--- src/mase_ram.sv ---
// Generic simple dual-port RAM: one write port, one read port with registered
// read data. No dependencies.
module mase_ram #(
  parameter int Width = 32,
  parameter int Depth = 64
) (
  input  logic                     clk_i,
  input  logic                     we_i,
  input  logic [$clog2(Depth)-1:0] waddr_i,
  input  logic [Width-1:0]         wdata_i,
  input  logic [$clog2(Depth)-1:0] raddr_i,
  output logic [Width-1:0]         rdata_o
);

  logic [Width-1:0] mem_q [Depth];
  logic [Width-1:0] rdata_q;

  always_ff @(posedge clk_i) begin
    if (we_i) begin
      mem_q[waddr_i] <= wdata_i;
    end
    rdata_q <= mem_q[raddr_i];
  end

  assign rdata_o = rdata_q;

endmodule

--- config.mk ---
export PLATFORM = sky130hd
export DESIGN_NAME = mase_ram
export DESIGN_NICKNAME = d
export VERILOG_FILES = /design/src/mase_ram.sv
export SDC_FILE = /design/constraint.sdc
export NUM_CORES = 2
export LEC_CHECK = 0
export BUFFER_PORTS_ARGS = -buffer_cell sky130_fd_sc_hd__buf_2
export CORE_MARGIN = 1.5
export CORE_UTILIZATION = 30
export CTS_CLUSTER_SIZE = 28
export DETAILED_ROUTE_END_ITERATION = 10
export MAX_ROUTING_LAYER = met4
export PLACE_DENSITY = 0.53
export SLEW_MARGIN = 15
export SYNTH_ARGS = -nofsm -noshare
export SYNTH_HDL_FRONTEND = slang
export SYNTH_SLANG_ARGS = --single-unit
--- constraint.sdc ---
create_clock -name clk_i -period 4.55 [get_ports clk_i]
set_clock_uncertainty 0.2 [all_clocks]
set_input_delay 0 -clock clk_i [delete_from_list [all_inputs] [get_ports clk_i]]
set_output_delay 0 -clock clk_i [all_outputs]
set_load 0.005 [all_outputs]
==> results.sh <==
export IMPL_yosysWarnings=0
export IMPL_wl_per_cell_um=28.41
export IMPL_vdd_ir_drop_max_mv=0.4263
export IMPL_worstSetupPathType="primary input to register"
export IMPL_switching_share_pct=21.61
export IMPL_io_pins=78
export IMPL_cts_max_level=4
export IMPL_start_util_pct=30.20
export IMPL_rrSetupSlack_ns=1.73
export IMPL_clkTransAtPathRegs_ns=0.06
export IMPL_stdcell_count=7354
export IMPL_crit_fanout=19
export IMPL_power_density_mw_per_mm2=438.3
export IMPL_die_x_um=514.6
export IMPL_slowest_delay_ns=0.84
export IMPL_clock_latency_ns=0.86
export IMPL_wirelength_um=208900
export IMPL_critPathCapture="mem_q[54][29]"
export IMPL_power_total_mw=40.34
export IMPL_cts_buffers=212
export IMPL_p_leak_nw=28.22
export IMPL_drt_initial_drc_count=4170
export IMPL_r2r_end="rdata_o[4]"
export IMPL_cp_slowest_cell="nor2_4"
export IMPL_die_h_um=514.6
export IMPL_routed_via_density=5.004
export IMPL_synth_cells=3324
export IMPL_synth_edf_count=2048
export IMPL_drv_cap=0
export IMPL_fmax_mhz=283.4
export IMPL_power_frac_seq_pct=52.8
export IMPL_relSlewSlack_pct=22.43
export IMPL_timing_hold_ws_ns=0.02886
export IMPL_tightest_slew_ns=1.164
export IMPL_syn_num_nets=3370
export IMPL_rsz0062_at_grt="no"
export IMPL_clkSinkCount=2080
export IMPL_pre_cts_slack_ns=1.057
export IMPL_nets=3704
export IMPL_drive_above_1_share_pct=30.39
export IMPL_startpoint="we_i"
export IMPL_ff2ff_path_depth=7
export IMPL_p_switching_mw=8.716
export IMPL_final_fill_count=23801
export IMPL_layout_common_cells="edfxtp_1 (2048), mux4_2 (544), clkbuf_16 (215)"
export IMPL_cp_common_cell="dlygate4sd3_1"
export IMPL_tns_ns=0
export IMPL_port_buffers=77
export IMPL_finalHoldViolations=0
export IMPL_clock_power_share_pct=42.3
export IMPL_grt_ovfl_total=0
export IMPL_worstPathCellList="dlygate4sd3_1, buf_2, nor2b_1, dlygate4sd3_1, nand4b_1, dlygate4sd3_1, nor2_4, buf_4"
export IMPL_synth_seq_cells=2080
export IMPL_fin_crit_ns=3.528
export IMPL_crit_path_start_kind="primary input"
export IMPL_syn_area_per_cell_um2=23.62
export IMPL_drt_pass1_iterations=5
export IMPL_grt_use_total_pct=16.13
export IMPL_synthFlopType="edfxtp_1"
export IMPL_grt_max_degree=73
export IMPL_cp_required_ns=4.87
export IMPL_grt_antenna_before_repair=23
export IMPL_arrival_ns=3.85
export IMPL_grt_pass1_wl_um=294300
export IMPL_reg2reg_from="mem_q[23][4]"
export IMPL_p_int_mw=31.62
export IMPL_status="complete, no violations"
export IMPL_die_area_mm2=0.2648
export IMPL_async_reset_ff_share_pct=0
export IMPL_cts_root_buf="clkbuf_16"
export IMPL_mostFrequentLayoutCell="edfxtp_1"
export IMPL_timing_final_ws_setup_ns=1.022
export IMPL_fp_coreArea_mm2=0.2599
export IMPL_area_growth_syn_to_layout_pct=17.21
export IMPL_clockBufferDepth=3
export IMPL_ys_seq_area_share_pct=79.14
export IMPL_rows=187
export IMPL_finalMaxSlewViolations=0
export IMPL_end_kind="register"
export IMPL_via_count=36802
export IMPL_gp_congestion=0.7629
export IMPL_holdCritPathClass="primary input to register"
export IMPL_dp_cells=6883
export IMPL_grt_pass1_vias=37795
export IMPL_hpwl_um=120400
export IMPL_netlist_cell_type_count=34
export IMPL_drc=0
export IMPL_finalSetupViolCount=0
export IMPL_ant_nets=0
export IMPL_syn_cell_area_mm2=0.07852
export IMPL_timing_final_crit_share_pct=77.55
export IMPL_cts_tree="built"
export IMPL_pwr_share_comb_pct=4.9
[power groups by stage]
stage	sequential, mW	combinational, mW	clock, mW
after detailed placement	21.7	1.96	0
final	21.3	1.97	17.1
after floorplan	21.7	1.03	0
after global placement	21.7	1.95	0
after global routing	21.3	2.10	18.1
after CTS	21.3	2.01	17.4
[sequential cells by signal, indices dropped and copies added, names as in the netlist]
name	count
mem_q	2048
rdata_o	32
[repair_timing]
action | CTS | global route
resized for setup | 0 | 0
hold buffers | 52 | 1
setup buffers | 0 | 0
endpoints found under the hold margin | 2379 | 16
[cell type report]
type                    instances  area, um2  area share, %
multi-input cells            1062      15970          17.36
clock buffers                 276       5649          6.138
well taps                    3496       4374          4.753
clock inverters               124       1169          1.270
repair buffers                302       2691          2.924
flip-flops and latches       2080      62140          67.52
diodes                         14      35.03        0.03807
[worst max-delay path: cells and delay by family]
kind / cells / cell delay (ns)
buffers and inverters: 5 / 2.58
and+or+nand+nor: 3 / 1.25
[metrics by stage]
step	cell area [um2]	utilization [%]
finish	92030	35.40
global route	92020	35.40
CTS	91880	35.35
detailed placement	84540	32.52
global placement	84540	32.52
floorplan	78520	-
[per-layer routing]
metal / track usage (%) / routed length, um
met5: - / 0
met4: 3.758 / 4354
met3: 2.203 / 11150
met2: 25.64 / 102000
met1: 21.98 / 91420
[how the worst min path moves through the flow]
stage                 from             to  slack [ns]  depth (start not counted)
2_1_floorplan   wdata_i[0]    mem_q[0][0]       -0.10                          0
3_3_place_gp    wdata_i[2]   mem_q[42][2]        0.07                          1
3_5_place_dp    wdata_i[2]   mem_q[42][2]        0.08                          1
4_1_cts         raddr_i[0]    rdata_o[17]        0.05                          6
5_1_grt         wdata_i[9]   mem_q[54][9]        0.02                          2
6_report       wdata_i[17]  mem_q[42][17]        0.03                          2
[synthesized netlist by cell type, types with 7 or more instances]
library cell | count | area share [%]
nand2_1 | 26 | 0.12
buf_1 | 21 | 0.10
buf_4 | 25 | 0.24
nor3_1 | 7 | 0.045
o22ai_1 | 84 | 0.67
mux2i_1 | 93 | 1.2
edfxtp_1 | 2048 | 78
o221ai_1 | 27 | 0.30
a22oi_1 | 12 | 0.11
mux4_2 | 544 | 16
clkbuf_1 | 74 | 0.35
nor2_1 | 137 | 0.65
nor2b_1 | 15 | 0.12
buf_2 | 57 | 0.36
dfxtp_1 | 32 | 0.82
a21oi_1 | 62 | 0.40
a311oi_1 | 8 | 0.089
nand2b_1 | 8 | 0.064
[cell families after synthesis]
logic type / after synthesis / synth area share, %
multiplexers: 637 / 16.79
flip-flops: 2080 / 79.14
AO/OA/AOI/OAI: 202 / 1.673
AND/OR/NAND/NOR: 223 / 1.265
buffers and inverters: 182 / 1.128
Note: power is estimated with default switching activity, not from simulation.
