===== config.mk =====
export PLATFORM = sky130hd
export DESIGN_NAME = mase_alu
export DESIGN_NICKNAME = d
export VERILOG_FILES = /design/src/mase_pkg.sv /design/src/mase_alu.sv
export SDC_FILE = /design/constraint.sdc
export NUM_CORES = 1
export LEC_CHECK = 0
export BUFFER_PORTS_ARGS = -buffer_cell sky130_fd_sc_hd__buf_4
export CAP_MARGIN = 20
export CORE_MARGIN = 1.5
export CORE_UTILIZATION = 29
export CTS_BUF_LIST = sky130_fd_sc_hd__clkbuf_4 sky130_fd_sc_hd__clkbuf_8 sky130_fd_sc_hd__clkbuf_16
export DETAILED_ROUTE_END_ITERATION = 10
export HOLD_SLACK_MARGIN = 0.06
export PLACE_DENSITY = 0.56
export REMOVE_ABC_BUFFERS = 1
export SLEW_MARGIN = 5
export SYNTH_ARGS = -nofsm -noshare
export SYNTH_HDL_FRONTEND = slang
export SYNTH_SLANG_ARGS = --single-unit

===== constraint.sdc =====
create_clock -name clk_i -period 4.1 [get_ports clk_i]
set_clock_uncertainty 0.2 [all_clocks]
set_input_delay 0.615 -clock clk_i [delete_from_list [all_inputs] [get_ports clk_i]]
set_output_delay 0.615 -clock clk_i [all_outputs]
set_load 0.005 [all_outputs]

===== src/mase_pkg.sv =====
// Shared constants, request and operation codes, and the ALU control struct
// of the matrix add/subtract/multiply engine. No dependencies.
package mase_pkg;

  localparam int MAX_DIM    = 8;
  localparam int ELEM_WIDTH = 32;
  localparam int IDX_W      = $clog2(MAX_DIM);
  localparam int ADDR_W     = 2 * IDX_W;
  localparam int DEPTH      = MAX_DIM * MAX_DIM;
  localparam int DIM_W      = 4;
  localparam int REQ_W      = 2;
  localparam int OP_W       = 2;
  localparam int CFG_IDX_W  = 3;
  localparam int CFG_DATA_W = 4;

  // Stream payload widths: fields packed from bit 0, padded to whole bytes.
  localparam int PAY_W      = ELEM_WIDTH + 2 * IDX_W;
  localparam int TDATA_W    = ((PAY_W + 7) / 8) * 8;
  localparam int PAD_W      = TDATA_W - PAY_W;

  // Request kinds carried in tuser
  localparam logic [REQ_W-1:0] REQ_LOAD_A  = 2'd0;
  localparam logic [REQ_W-1:0] REQ_LOAD_B  = 2'd1;
  localparam logic [REQ_W-1:0] REQ_COMPUTE = 2'd2;

  // Operation codes, as held in the op_mode register
  localparam logic [OP_W-1:0] OP_ADD = 2'd0;
  localparam logic [OP_W-1:0] OP_SUB = 2'd1;
  localparam logic [OP_W-1:0] OP_MUL = 2'd2;

  // Configuration register indexes
  localparam logic [CFG_IDX_W-1:0] REG_OP_MODE = 3'd0;
  localparam logic [CFG_IDX_W-1:0] REG_A_ROWS  = 3'd1;
  localparam logic [CFG_IDX_W-1:0] REG_A_COLS  = 3'd2;
  localparam logic [CFG_IDX_W-1:0] REG_B_ROWS  = 3'd3;
  localparam logic [CFG_IDX_W-1:0] REG_B_COLS  = 3'd4;

  // One term handed to the shared arithmetic unit
  typedef struct packed {
    logic            vld;
    logic            first;  // clear the accumulator with this term
    logic            last;   // final term of one result element
    logic [OP_W-1:0] op;
  } alu_ctl_t;

endpackage


===== src/mase_alu.sv =====
// Shared arithmetic unit: one add, subtract or multiply per cycle, registered,
// followed by a wrapping accumulator. Depends on mase_pkg.
module mase_alu (
  input  logic                              clk_i,
  input  logic                              rst_ni,
  input  mase_pkg::alu_ctl_t                ctl_i,
  input  logic [mase_pkg::ELEM_WIDTH-1:0]   a_i,
  input  logic [mase_pkg::ELEM_WIDTH-1:0]   b_i,
  output logic                              done_o,
  output logic [mase_pkg::ELEM_WIDTH-1:0]   acc_o
);
  import mase_pkg::*;

  alu_ctl_t              ctl_q;
  logic [ELEM_WIDTH-1:0] term_d, term_q;
  logic [ELEM_WIDTH-1:0] acc_d, acc_q;
  logic                  done_q;

  // Low bits only: every operation wraps modulo 2^ELEM_WIDTH
  always_comb begin
    case (ctl_i.op)
      OP_ADD:  term_d = a_i + b_i;
      OP_SUB:  term_d = a_i - b_i;
      OP_MUL:  term_d = a_i * b_i;
      default: term_d = '0;
    endcase
  end

  assign acc_d = (ctl_q.first ? '0 : acc_q) + term_q;

  always_ff @(posedge clk_i or negedge rst_ni) begin
    if (!rst_ni) begin
      ctl_q  <= '0;
      done_q <= 1'b0;
    end else begin
      ctl_q  <= ctl_i;
      done_q <= ctl_q.vld & ctl_q.last;
    end
  end

  always_ff @(posedge clk_i) begin
    if (ctl_i.vld) begin
      term_q <= term_d;
    end
    if (ctl_q.vld) begin
      acc_q <= acc_d;
    end
  end

  assign done_o = done_q;
  assign acc_o  = acc_q;

endmodule


==> results of run 1 <==
## critical path, stage by stage
cell	delay [ns]
buf_12	0.13
and2_4	0.14
fa_1	0.52
inv_1	0.05
fa_1	0.49
fa_1	0.44
fa_1	0.56
inv_2	0.04
fa_1	0.50
inv_1	0.05
fa_1	0.52
inv_2	0.04
fa_1	0.44
fa_1	0.53
ha_4	0.22
and3_4	0.20
buf_6	0.12
a311oi_4	0.34
nor3_2	0.07
o31a_1	0.33
o21ai_2	0.17
mux2i_1	0.20
o211ai_1	0.10
## kinds of logic after synthesis
family | count (synthesis) | synth area share, %
AO/OA/AOI/OAI | 277 | 8.66
XOR/XNOR | 165 | 6.60
adder cells (fa/ha/maj) | 597 | 48.1
buffers and inverters | 520 | 8.91
flip-flops | 68 | 9.23
multiplexers | 2 | 0.0914
AND/OR/NAND/NOR | 774 | 18.4
## what timing repair did
action / 4_1_cts / 5_1_grt
resized for setup: 175 / 144
hold buffers: 1 / 0
pin swaps: 100 / 112
buffers inserted: 15 / 10
cloned: 2 / 0
setup endpoints to repair: 27 / 30
endpoints found under the hold margin: 4 / 0
## state kept, by name (all words and copies together) (netlist names)
register	flops
acc_o	32
term_q	32
done_o	1
ctl_q	3
## layout by cell type (no fill, tap or decap), types with 39 or more instances in the layout
cell type and n:
buf_4 419, fa_1 385, inv_1 380, and2_1 280, nand2_1 265, ha_1 150
xnor2_1 99, edfxtp_1 64, a21oi_1 59, nor2_1 58, xor2_1 52, buf_6 46
nor2b_1 40, o21ai_0 39
## routing by layer
layer | vias to the layer above | GRT usage, %
met5 | - | 0
met4 | 0 | 4.15
met3 | 76 | 2.27
met2 | 443 | 30.8
met1 | 8877 | 25.3
li1 | 8260 | -
## worst max path at each step
stage,cells past startpoint,slack (ns),endpoint,start
2_1_floorplan,24,-2.93,term_q[30]$_DFFE_PP_,b_i[2]
3_3_place_gp,24,-3.57,term_q[31]$_DFFE_PP_,b_i[2]
3_5_place_dp,24,-3.61,term_q[31]$_DFFE_PP_,b_i[2]
4_1_cts,22,-3.02,term_q[30]$_DFFE_PP_,b_i[4]
5_1_grt,22,-3.02,term_q[30]$_DFFE_PP_,b_i[4]
6_report,23,-2.87,term_q[30]$_DFFE_PP_,b_i[3]
## area by class of cell
cell class | instances | share of cell area, %
inverters | 402 | 5.29
multi-input cells | 1815 | 66.9
flip-flops and latches | 68 | 7.09
clock buffers | 9 | 0.789
clock inverters | 7 | 0.316
repair buffers | 503 | 15.4
well taps | 969 | 4.25
## metrics by stage
stage	setup slack (ns)	hold slack (ns)	cell area, µm²
6_report	-2.87	0.174	28500
5_1_grt	-3.02	0.160	28500
4_1_cts	-3.02	0.160	27800
3_5_place_dp	-3.61	0.213	26400
3_3_place_gp	-3.57	0.213	26400
2_1_floorplan	-2.93	0.119	21500
==> flow_metrics.env, run 1 <==
export IMPL_remaining_drc_errors=0
export IMPL_numClockSinks=68
export IMPL_yosysTopAreaCellShare_pct=37.5
export IMPL_tns_ns=-57.29
export IMPL_ys_ff_latch=68
export IMPL_run_status="finished with violations"
export IMPL_wl_met3_mm=3.49
export IMPL_fp_dieArea_mm2=0.0772
export IMPL_required_ns=3.98
export IMPL_worst_pin_slew_ns=0.564
export IMPL_htreeDepth=3
export IMPL_slew_headroom_pct=62.0
export IMPL_area_growth_pct=30.2
export IMPL_die_w_um=278
export IMPL_synth_cell_type_count=76
export IMPL_yosysWarningCount=0
export IMPL_grt_pass1_wl_mm=110
export IMPL_overflow=0
export IMPL_routed_wl_mm=69.7
export IMPL_synth_top_cell_by_area="fa_1"
export IMPL_ff2ff_path_depth=12
export IMPL_ant_nets=0
export IMPL_gp_congestion=0.904
export IMPL_hold_end="ctl_q[2]$_DFF_PN0_"
export IMPL_grt_max_degree=34
export IMPL_grt_pass1_vias=19000
export IMPL_ys_top_cells_by_area="fa_1 (37%), ha_1 (11%), and2_1 (8.8%), edfxtp_1 (8.8%), inv_1 (6.9%)"
export IMPL_io_buffer_count=103
export IMPL_cts_buffer_depth=2
export IMPL_cap_viol_max_count=0
export IMPL_fin_util_pct=38.3
export IMPL_grt_antenna_before_repair=1
export IMPL_synthTopCellsByCount="fa_1 (410), inv_1 (402), and2_1 (309)"
export IMPL_slew_violations=0
export IMPL_synthCells=2403
export IMPL_fin_ws_ns=-2.87
export IMPL_layout_drive_gt1_share_pct=25.8
export IMPL_rsz0062_at_grt="true"
export IMPL_die_y_um=278
export IMPL_cts_root_buf="clkbuf_16"
export IMPL_crit_path_end_kind="flop"
export IMPL_topRoutingLayerUsed="met4"
export IMPL_post_route_period_util_pct=170
export IMPL_synth_seq_area_share_pct=9.23
export IMPL_crit_arrival_ns=6.85
export IMPL_timing_rr_start="ctl_q[3]$_DFF_PN0_"
export IMPL_setup_viol=26
export IMPL_drt_iter0_drc=873
export IMPL_synthArstFlopShare_pct=5.88
export IMPL_cts_buffers=9
export IMPL_wl_per_cell_um=18.5
export IMPL_wl_met2_mm=33.1
export IMPL_fp_row_count=100
export IMPL_cts_tree="done"
export IMPL_ys_flop_type="edfxtp_1"
export IMPL_viasPerCell=4.68
export IMPL_period_minus_slack_ns=6.97
export IMPL_vias=17700
export IMPL_min_path_cells=1
export IMPL_antennaDiodeCount=0
export IMPL_initial_utilization_pct=29.4
export IMPL_synth_edf_count=64
export IMPL_grt_usage_pct=18.4
export IMPL_hp_start="ctl_i[2]"
export IMPL_drt_met1_wl_mm=31.6
export IMPL_seq_area_mm2=0.00202
export IMPL_critPathLaunchType="input pin"
export IMPL_synth_avg_cell_area_um2=9.12
export IMPL_ios=104
export IMPL_worst_hold_path_type="input pin to flop"
export IMPL_fp_coreArea_mm2=0.0746
export IMPL_fill_cells=7526
export IMPL_dr_pass1_iters=5
export IMPL_cp_max_fo=16
export IMPL_r2r_end="acc_o[31]$_DFFE_PP_"
export IMPL_yosys_cell_count_top_type="fa_1"
export IMPL_final_cell_count_no_fill=3773
export IMPL_multi_input_area_mm2=0.0191
export IMPL_reg2reg_slack_ns=0.29
export IMPL_placed_cells=3732
export IMPL_hold_viol=0
export IMPL_netlist_area_mm2=0.0219
export IMPL_hpwl_mm=59.2
export IMPL_fmax_mhz=144
export IMPL_layout_nets=3467
export IMPL_clkTransAtPathRegs_ns=0.06
export IMPL_critPathKind="input pin to flop"
export IMPL_insertion_delay_ns=0.35
export IMPL_violations="setup timing"
Power of run 1 is left out: the tool's default activity adds up to more than one toggle a clock period on the data nets, which glitch-free logic cannot reach.
==> inputs of run 2 (changes only) <==
PLACE_DENSITY = 0.57   (was 0.56)
clock period = 5.8 ns   (was 4.1 ns; I/O delays follow)
==> flow_metrics.env, run 2 (synthesis results as in run 1) <==
export IMPL_run_status="finished with violations"
export IMPL_violations="setup timing"
export IMPL_cp_buffers_inverters=7
export IMPL_layout_drive_gt1_share_pct=22.8
export IMPL_rsz0062_at_grt="true"
export IMPL_required_ns=5.70
export IMPL_layout_nets=3359
export IMPL_setup_viol=22
export IMPL_gp_congestion=0.887
export IMPL_cap_viol_max_count=0
export IMPL_slew_headroom_pct=57.3
export IMPL_worst_hold_path_type="input pin to async pin"
export IMPL_cp_cell_sequence="buf_12, buf_12, buf_8, buf_4, and2_1, fa_1, inv_1, fa_1, fa_2, fa_1, inv_1, fa_1, fa_1, fa_1, fa_1, ha_4, and3_1, o2111ai_2, a31oi_1, buf_4, o21ai_2, xnor2_1, nor3_1, a31o_1"
export IMPL_cts_root_buf="clkbuf_16"
export IMPL_cp_top_family="adder cells"
export IMPL_period_minus_slack_ns=7.29
export IMPL_fin_ws_ns=-1.49
export IMPL_tns_ns=-22.61
export IMPL_remaining_drc_errors=0
export IMPL_cts_buffers=9
export IMPL_crit_path_end_kind="flop"
export IMPL_die_w_um=278
export IMPL_viasPerCell=4.75
export IMPL_cts_buffer_depth=2
export IMPL_grt_pass1_wl_mm=107
export IMPL_seq_area_mm2=0.00202
export IMPL_fp_coreArea_mm2=0.0746
export IMPL_multi_input_area_mm2=0.0189
export IMPL_cts_tree="done"
export IMPL_hpwl_mm=58.0
export IMPL_antennaDiodeCount=0
export IMPL_cts_hold_buf=0
export IMPL_ant_nets=0
export IMPL_fill_cells=7638
export IMPL_io_buffer_count=103
export IMPL_insertion_delay_ns=0.35
export IMPL_grt_usage_pct=18.0
export IMPL_crit_arrival_ns=7.19
export IMPL_area_growth_pct=25.6
export IMPL_htreeDepth=3
export IMPL_overflow=0
export IMPL_grt_pass1_vias=18600
export IMPL_fin_util_pct=36.9
export IMPL_vias=17400
export IMPL_drt_iter0_drc=1045
export IMPL_clkTransAtPathRegs_ns=0.06
export IMPL_hold_viol=0
export IMPL_ff2ff_path_depth=12
export IMPL_fp_row_count=100
export IMPL_ios=104
export IMPL_layout_common_cells="fa_1 (386), inv_1 (384), buf_4 (326)"
export IMPL_fp_dieArea_mm2=0.0772
export IMPL_fmax_mhz=137
export IMPL_routed_wl_mm=68.4
export IMPL_critPathLaunchType="input pin"
export IMPL_numClockSinks=68
export IMPL_worstSetupPathDepth=24
export IMPL_worst_pin_slew_ns=0.641
export IMPL_slew_violations=0
export IMPL_final_common_cell="fa_1"
export IMPL_dr_pass1_iters=5
export IMPL_die_y_um=278
export IMPL_grt_max_degree=36
export IMPL_fin_hold_ws_ns=0.111
export IMPL_wl_per_cell_um=18.7
export IMPL_crit_slowest_cell="fa_2"
export IMPL_placed_cells=3618
export IMPL_slowest_delay_ns=0.64
export IMPL_grt_antenna_before_repair=2
export IMPL_critPathKind="input pin to flop"
export IMPL_post_route_period_util_pct=126
export IMPL_final_cell_count_no_fill=3665
export IMPL_initial_utilization_pct=29.4
export IMPL_cp_common_cell="fa_1"
export IMPL_cp_max_fo=6
[run 2: cell types whose count changed in the layout (fill, tap and decap cells not counted), sizes merged]
cell and change:
clkinv -1, clkbuf +1, dlygate4sd3 -1, clkinvlp +2
bufinv -1, buf -108
[run 2: through the flow]
step                area, µm²  setup WS [ns]
floorplan               21500          -1.49
global placement        25600          -2.08
detailed placement      25600          -2.12
CTS                     26800          -1.54
global route            27500          -1.70
finish                  27500          -1.49
[run 2: worst paths after layout]
path / start / to / slack, ns
setup / recovery: b_i[3] / term_q[31]$_DFFE_PP_ / -1.49
hold / removal: rst_ni / ctl_q[2]$_DFF_PN0_ / 0.11
setup reg to reg: ctl_q[3]$_DFF_PN0_ / acc_o[31]$_DFFE_PP_ / 1.55
hold reg to reg: ctl_q[2]$_DFF_PN0_ / done_o$_DFF_PN0_ / 0.26
max in group asynchronous: rst_ni / done_o$_DFF_PN0_ / 5.19
min in group clk_i: ctl_q[2]$_DFF_PN0_ / done_o$_DFF_PN0_ / 0.26
[run 2: repair_timing]
action | 4_1_cts | 5_1_grt
cloned | 2 | 1
endpoints found under the setup margin | 23 | 23
pin swaps | 128 | 113
buffers inserted | 23 | 11
gates resized for setup | 148 | 138
hold endpoints to repair | 0 | 0
[run 2: layout make-up]
class                   instances  share of cell area (%)
multi-input cells            1815                    68.8
well taps                     969                    4.41
repair buffers                395                    12.8
clock buffers                   9                   0.819
clock inverters                 7                   0.273
inverters                     402                    5.48
flip-flops and latches         68                    7.35
[run 2: routing by layer]
metal / track usage, % / vias to the layer above / wire length (µm)
met3: 2.17 / 62 / 3980
li1: - / 8043 / -
met4: 3.40 / 2 / 1280
met1: 24.8 / 8803 / 30900
met5: 0 / - / 10
met2: 30.2 / 497 / 32200
[run 2: worst register-to-register path, cell delays in order, from the launching register on]
cell and delay [ns]:
dfrtp_1 0.75, buf_4 0.35, nor2b_1 0.09, ha_1 0.24, or2_1 0.26, o311ai_2 0.37, o31ai_1 0.20, o2111ai_1 0.22
nand3_1 0.18, a211oi_2 0.26, o21ai_0 0.23, or4_1 0.50, and3_1 0.16
Power of run 2 is left out for the same reason.
